===== src/rtl/ile_pkg.sv =====
// ---------------------------------------------------------------------------
// ile_pkg: shared types and constants of the indexed list engine
// Command and status codes, word layouts and the control word that is
// broadcast to every storage cell of the list.
// ---------------------------------------------------------------------------
`timescale 1ns / 1ps
`default_nettype none

package ile_pkg;

  // list geometry
  localparam int unsigned CAPACITY = 64;
  localparam int unsigned DATA_W   = 32;
  localparam int unsigned IDX_W    = $clog2(CAPACITY);
  localparam int unsigned CNT_W    = $clog2(CAPACITY + 1);

  // fixed field widths of the command and result words
  localparam int unsigned CMD_W   = 3;
  localparam int unsigned POS_W   = 7;
  localparam int unsigned VAL_W   = 32;
  localparam int unsigned STAT_W  = 2;
  localparam int unsigned FPOS_W  = 6;
  localparam int unsigned COUNT_W = 7;

  // width used to compare a position against the count
  localparam int unsigned CMP_W = (CNT_W > POS_W) ? CNT_W : POS_W;

  typedef enum logic [CMD_W-1:0] {
    CMD_APPEND = 3'd0,
    CMD_INSERT = 3'd1,
    CMD_SET    = 3'd2,
    CMD_REMOVE = 3'd3,
    CMD_GET    = 3'd4,
    CMD_FIND   = 3'd5,
    CMD_CLEAR  = 3'd6
  } cmd_e;

  typedef enum logic [STAT_W-1:0] {
    STAT_OK        = 2'd0,
    STAT_RANGE     = 2'd1,
    STAT_FULL      = 2'd2,
    STAT_NOT_FOUND = 2'd3
  } status_e;

  // operation applied by every cell in the execute cycle
  typedef enum logic [1:0] {
    OP_HOLD,
    OP_WRITE,
    OP_SHIFT_UP,
    OP_SHIFT_DOWN
  } cell_op_e;

  typedef enum logic {
    ST_IDLE,
    ST_EXEC
  } state_e;

  typedef struct packed {
    cmd_e                    cmd;
    logic [POS_W-1:0]        position;
    logic signed [VAL_W-1:0] item_value;
  } req_t;

  typedef struct packed {
    status_e                 status;
    logic signed [VAL_W-1:0] data_out;
    logic [FPOS_W-1:0]       found_position;
    logic [COUNT_W-1:0]      count;
    logic                    is_empty;
  } rsp_t;

  // broadcast control word for the cell row
  typedef struct packed {
    cell_op_e          op;
    logic [IDX_W-1:0]  pos;
    logic [DATA_W-1:0] value;
  } cell_ctl_t;

endpackage

`default_nettype wire


===== src/rtl/ile_cell.sv =====
// ---------------------------------------------------------------------------
// ile_cell: one storage cell of the list
// Holds one entry, takes a new value or a neighbor's entry on a shift,
// registers an equality match for search and drives its entry onto the
// read bus when selected.
// ---------------------------------------------------------------------------
`timescale 1ns / 1ps
`default_nettype none

module ile_cell (
  input  wire logic                       clk_i,
  input  wire logic [ile_pkg::IDX_W-1:0]  idx_i,
  input  wire ile_pkg::cell_ctl_t         ctl_i,
  input  wire logic [ile_pkg::DATA_W-1:0] left_i,
  input  wire logic [ile_pkg::DATA_W-1:0] right_i,
  input  wire logic                       cmp_en_i,
  input  wire logic [ile_pkg::DATA_W-1:0] cmp_val_i,
  output logic [ile_pkg::DATA_W-1:0]      entry_o,
  output logic [ile_pkg::DATA_W-1:0]      rd_o,
  output logic                            match_o
);

  logic [ile_pkg::DATA_W-1:0] entry_q, entry_d;
  logic                       match_q;
  logic                       at_pos, above_pos;

  assign at_pos    = (idx_i == ctl_i.pos);
  assign above_pos = (idx_i > ctl_i.pos);

  // next entry per broadcast op
  always_comb begin
    entry_d = entry_q;
    case (ctl_i.op)
      ile_pkg::OP_WRITE: begin
        if (at_pos) entry_d = ctl_i.value;
      end
      ile_pkg::OP_SHIFT_UP: begin
        if (above_pos) entry_d = left_i;
        else if (at_pos) entry_d = ctl_i.value;
      end
      ile_pkg::OP_SHIFT_DOWN: begin
        if (above_pos || at_pos) entry_d = right_i;
      end
      default: begin
        entry_d = entry_q;
      end
    endcase
  end

  always_ff @(posedge clk_i) begin
    entry_q <= entry_d;
  end

  // search compare, taken when the command word is accepted
  always_ff @(posedge clk_i) begin
    if (cmp_en_i) match_q <= (entry_q == cmp_val_i);
  end

  assign entry_o = entry_q;
  assign rd_o    = at_pos ? entry_q : '0;
  assign match_o = match_q;

endmodule

`default_nettype wire


===== config.mk =====
export PLATFORM = sky130hd
export DESIGN_NAME = ile_cell
export DESIGN_NICKNAME = d
export VERILOG_FILES = /design/src/rtl/ile_pkg.sv /design/src/rtl/ile_cell.sv
export SDC_FILE = /design/constraint.sdc
export NUM_CORES = 1
export LEC_CHECK = 0
export BUFFER_PORTS_ARGS = -buffer_cell sky130_fd_sc_hd__buf_4
export CAP_MARGIN = 10
export CORE_MARGIN = 8
export CORE_UTILIZATION = 43
export CTS_CLUSTER_DIAMETER = 150
export DETAILED_ROUTE_END_ITERATION = 10
export GPL_TIMING_DRIVEN = 0
export MAX_ROUTING_LAYER = met4
export PLACE_DENSITY = 0.95
export SYNTH_ARGS = -nofsm -noshare
export SYNTH_HDL_FRONTEND = slang
export SYNTH_SLANG_ARGS = --single-unit

===== constraint.sdc =====
create_clock -name clk_i -period 8 [get_ports clk_i]
set_input_delay 1.2 -clock clk_i [delete_from_list [all_inputs] [get_ports clk_i]]
set_output_delay 1.2 -clock clk_i [all_outputs]
set_load 0.02 [all_outputs]

==> impl_metrics.csv <==
group,metric,value,unit
place,dpl.hpwl,9080,µm
floorplan,initial_core_util,0.443,
timing,skew,4.78,ps
global_routing,grt_max_degree,18,
worst_hold_path,whs_path_depth,2,
global_routing,track_usage,0.247,
power_and_ir_drop,switching_share,0.345,
clock_network,cts_tree,"built",
floorplan,rows,28,
timing,finalSetupViolCount,0,
detailed_routing,dr.pass1.iters,4,
clock_network,clk_path_buf_depth,2,
timing,min_period_over_period,0.512,
timing,final_hold_viol_count,0,
power_and_ir_drop,p_clk_frac,0.190,
finish,n_antenna_cell,0,
power_and_ir_drop,power_per_cell_area,148,mW/mm²
status,status,"complete, no violations",
place,gp_congestion,0.854,
critical_path,cp_cell_sequence,"buf_4 > inv_1 > ha_1 > nand4_1 > nor2_1 > buf_4 > clkbuf_1 > and2_1 > buf_4",
synthesis,synth-seq-area-share,0.380,
critical_path,worstPathMaxFanout,10,
floorplan,coreArea,0.00589,mm²
critical_path,path_depth,9,
synthesis,synth_cell_types,27,
clock_network,h-tree-depth,2,
synthesis,synthArstFlopShare,0,
critical_path,arrival,2900,ps
synthesis,ys_top_cells_by_area,"edfxtp_1, mux2i_1, xor2_1, a22oi_1, and2_1",
critical_path,crit_buf_inv,5,
clock_network,insertion_delay,280,ps
timing,max_freq,244,MHz
critical_path,cp_slowest_cell,"clkbuf_1",
floorplan,die-area,0.00881,mm²
clock_network,clockRootBuffer,"clkbuf_8",
detailed_routing,drt_iter0_drc,158,
floorplan,die_x,93.9,µm
synthesis,syn_nets,404,
clock_network,cts_setup_buffers,0,
critical_path,path_delay_family,"buffers and inverters",
global_routing,grt_pass1_vias,3164,
critical_path,slowest_delay,370,ps
synthesis,synth_edf_count,33,
synthesis,syn-cell-area,0.00261,mm²
finish,fin_util,0.743,
timing,min_period,4100,ps
clock_network,clkTransAtPathRegs,60,ps
synthesis,ys_warn_count,0,
clock_network,clock_sinks,33,
clock_network,numCtsBuffers,5,
finish,drive_gt1_frac,0.486,
critical_path,endpoint_kind,"primary output",
floorplan,dieHeight,93.9,µm
power_and_ir_drop,power_switching,0.000223,W
finish,nFillCells,422,
synthesis,synth.top_cell.area_share,0.380,
power_and_ir_drop,p_seq_frac,0.418,
synthesis,synth-seq-cells,33,
synthesis,synth_top_flop_cell,"edfxtp_1",
place,portBuffers,208,
clock_network,cts_resized,0,
timing,worstMarginPinSlew,1100,ps
floorplan,num_io_pins,209,
global_routing,antenna_found_initial,0,
global_routing,grt_pass1_wl,16500,µm
power_and_ir_drop,ir_worst_vdd,0.126,mV
detailed_routing,via_per_inst,5.30,
detailed_routing,drcViolationCount,0,
detailed_routing,ant_nets,0,
detailed_routing,wl_per_cell,20.3,µm
timing,final.setup.tns,0,ps
worst_hold_path,hold_class,"reg2reg",
synthesis,yosysTopAreaCell,"edfxtp_1",
finish,synthToLayoutAreaGrowth,67.8,%
finish,nets,620,
critical_path,worst-r2r-cell-count,4,
critical_path,start_kind,"input pin",
detailed_routing,routed-via-count,2884,
global_routing,gr-total-overflow,0,
critical_path,path_common_cell,"buf_4",
critical_path,required,6800,ps
synthesis,synth_common_cells,"a22oi_1, edfxtp_1, and2_1, mux2i_1, xor2_1",
timing,rsz0062_at_grt,"no",
synthesis,post_synth.cell_area_avg,10.3,µm²
power_and_ir_drop,power.leakage,1.99,nW
power_and_ir_drop,p_int,0.000423,W
clock_network,cts_hold_buffers,0,
critical_path,crit_type,"in2out",
detailed_routing,finalWirelength,11000,µm
power_and_ir_drop,p_comb_frac,0.392,
synthesis,postSynthCellCount,252,
timing,slew_headroom,0.265,
job,maxCapViolations,0,
timing,slew_viol_final,0,
-- power groups by stage --
| stage | logic, W | clock network, W | registers (W) |
|---|---|---|---|
| 3_5_place_dp | 0.000254 | 0 | 0.000272 |
| 6_report | 0.000253 | 0.000123 | 0.000270 |
| 2_1_floorplan | 0.0000868 | 0 | 0.000296 |
| 3_3_place_gp | 0.000242 | 0 | 0.000271 |
| 4_1_cts | 0.000255 | 0.000125 | 0.000269 |
| 5_1_grt | 0.000273 | 0.000130 | 0.000274 |
-- worst register-to-register path: cells and delay by family, from the launching register on --
kind | cells | cell delay (ps)
flops | 1 | 490
xor+xnor | 1 | 210
simple gates | 3 | 750
-- final cells by class --
cell class	count	area, µm²	area share
repair buffers	209	1590	0.363
plain buffers	17	106	0.0243
multi-input cells	194	1490	0.339
well taps	75	93.8	0.0214
flip-flops and latches	33	991	0.226
clock buffers	8	80.1	0.0183
inverters	8	30.0	0.00686
-- metrics by stage --
stage          instance area [µm²]  hold WS (ps)  std cells  power, W  setup WS [ps]
6_report                      4380           738        544  0.000646           3900
5_1_grt                       4380           753        544  0.000677           3770
4_1_cts                       4380           730        544  0.000648           3910
3_5_place_dp                  4300           714        536  0.000526           3910
3_3_place_gp                  4260           678        535  0.000514           2760
2_1_floorplan                 2610           789        252  0.000383           3740
-- cell families after synthesis --
kind of cell	share of synthesized area
AOI/OAI and AO/OA	0.179
xor gates and xnor gates	0.107
adders and majority gates	0.0384
buffers and inverters	0.0523
DFF	0.380
muxes	0.123
and+or+nand+nor	0.120
-- state kept, by name, summed over array words and instances, names as in the netlist --
signal,count
entry_o,32
match_o,1
-- path summary, 6_finish.rpt --
| check | startpoint | endpoint | slack (ps) |
|---|---|---|---|
| worst max register to register | entry_o[22] | match_o | 6410 |
| worst max-delay path | ctl_i[37] | rd_o[8] | 3900 |
| worst min-delay path | entry_o[30] | entry_o[30] | 740 |
| worst min register to register | entry_o[30] | entry_o[30] | 740 |
-- routing by layer --
metal / track usage / wire (µm)
met5: - / 0
met4: 0.0515 / 122
met3: 0.0655 / 934
met2: 0.441 / 5830
met1: 0.266 / 4160
-- layout by cell type, fill, tap and decap left out, types with 3 or more instances in the layout --
cell type,count
clkbuf_8,5
nor4_1,8
edfxtp_1,33
xor2_1,32
mux2i_1,32
nor2_1,3
inv_1,8
buf_4,210
clkbuf_1,9
nand4_1,3
buf_6,4
o21ai_0,18
a22oi_1,32
and2_1,32
o21ai_1,15
buf_2,4
ha_1,8
No activity file was read; power rests on OpenSTA's default activity.
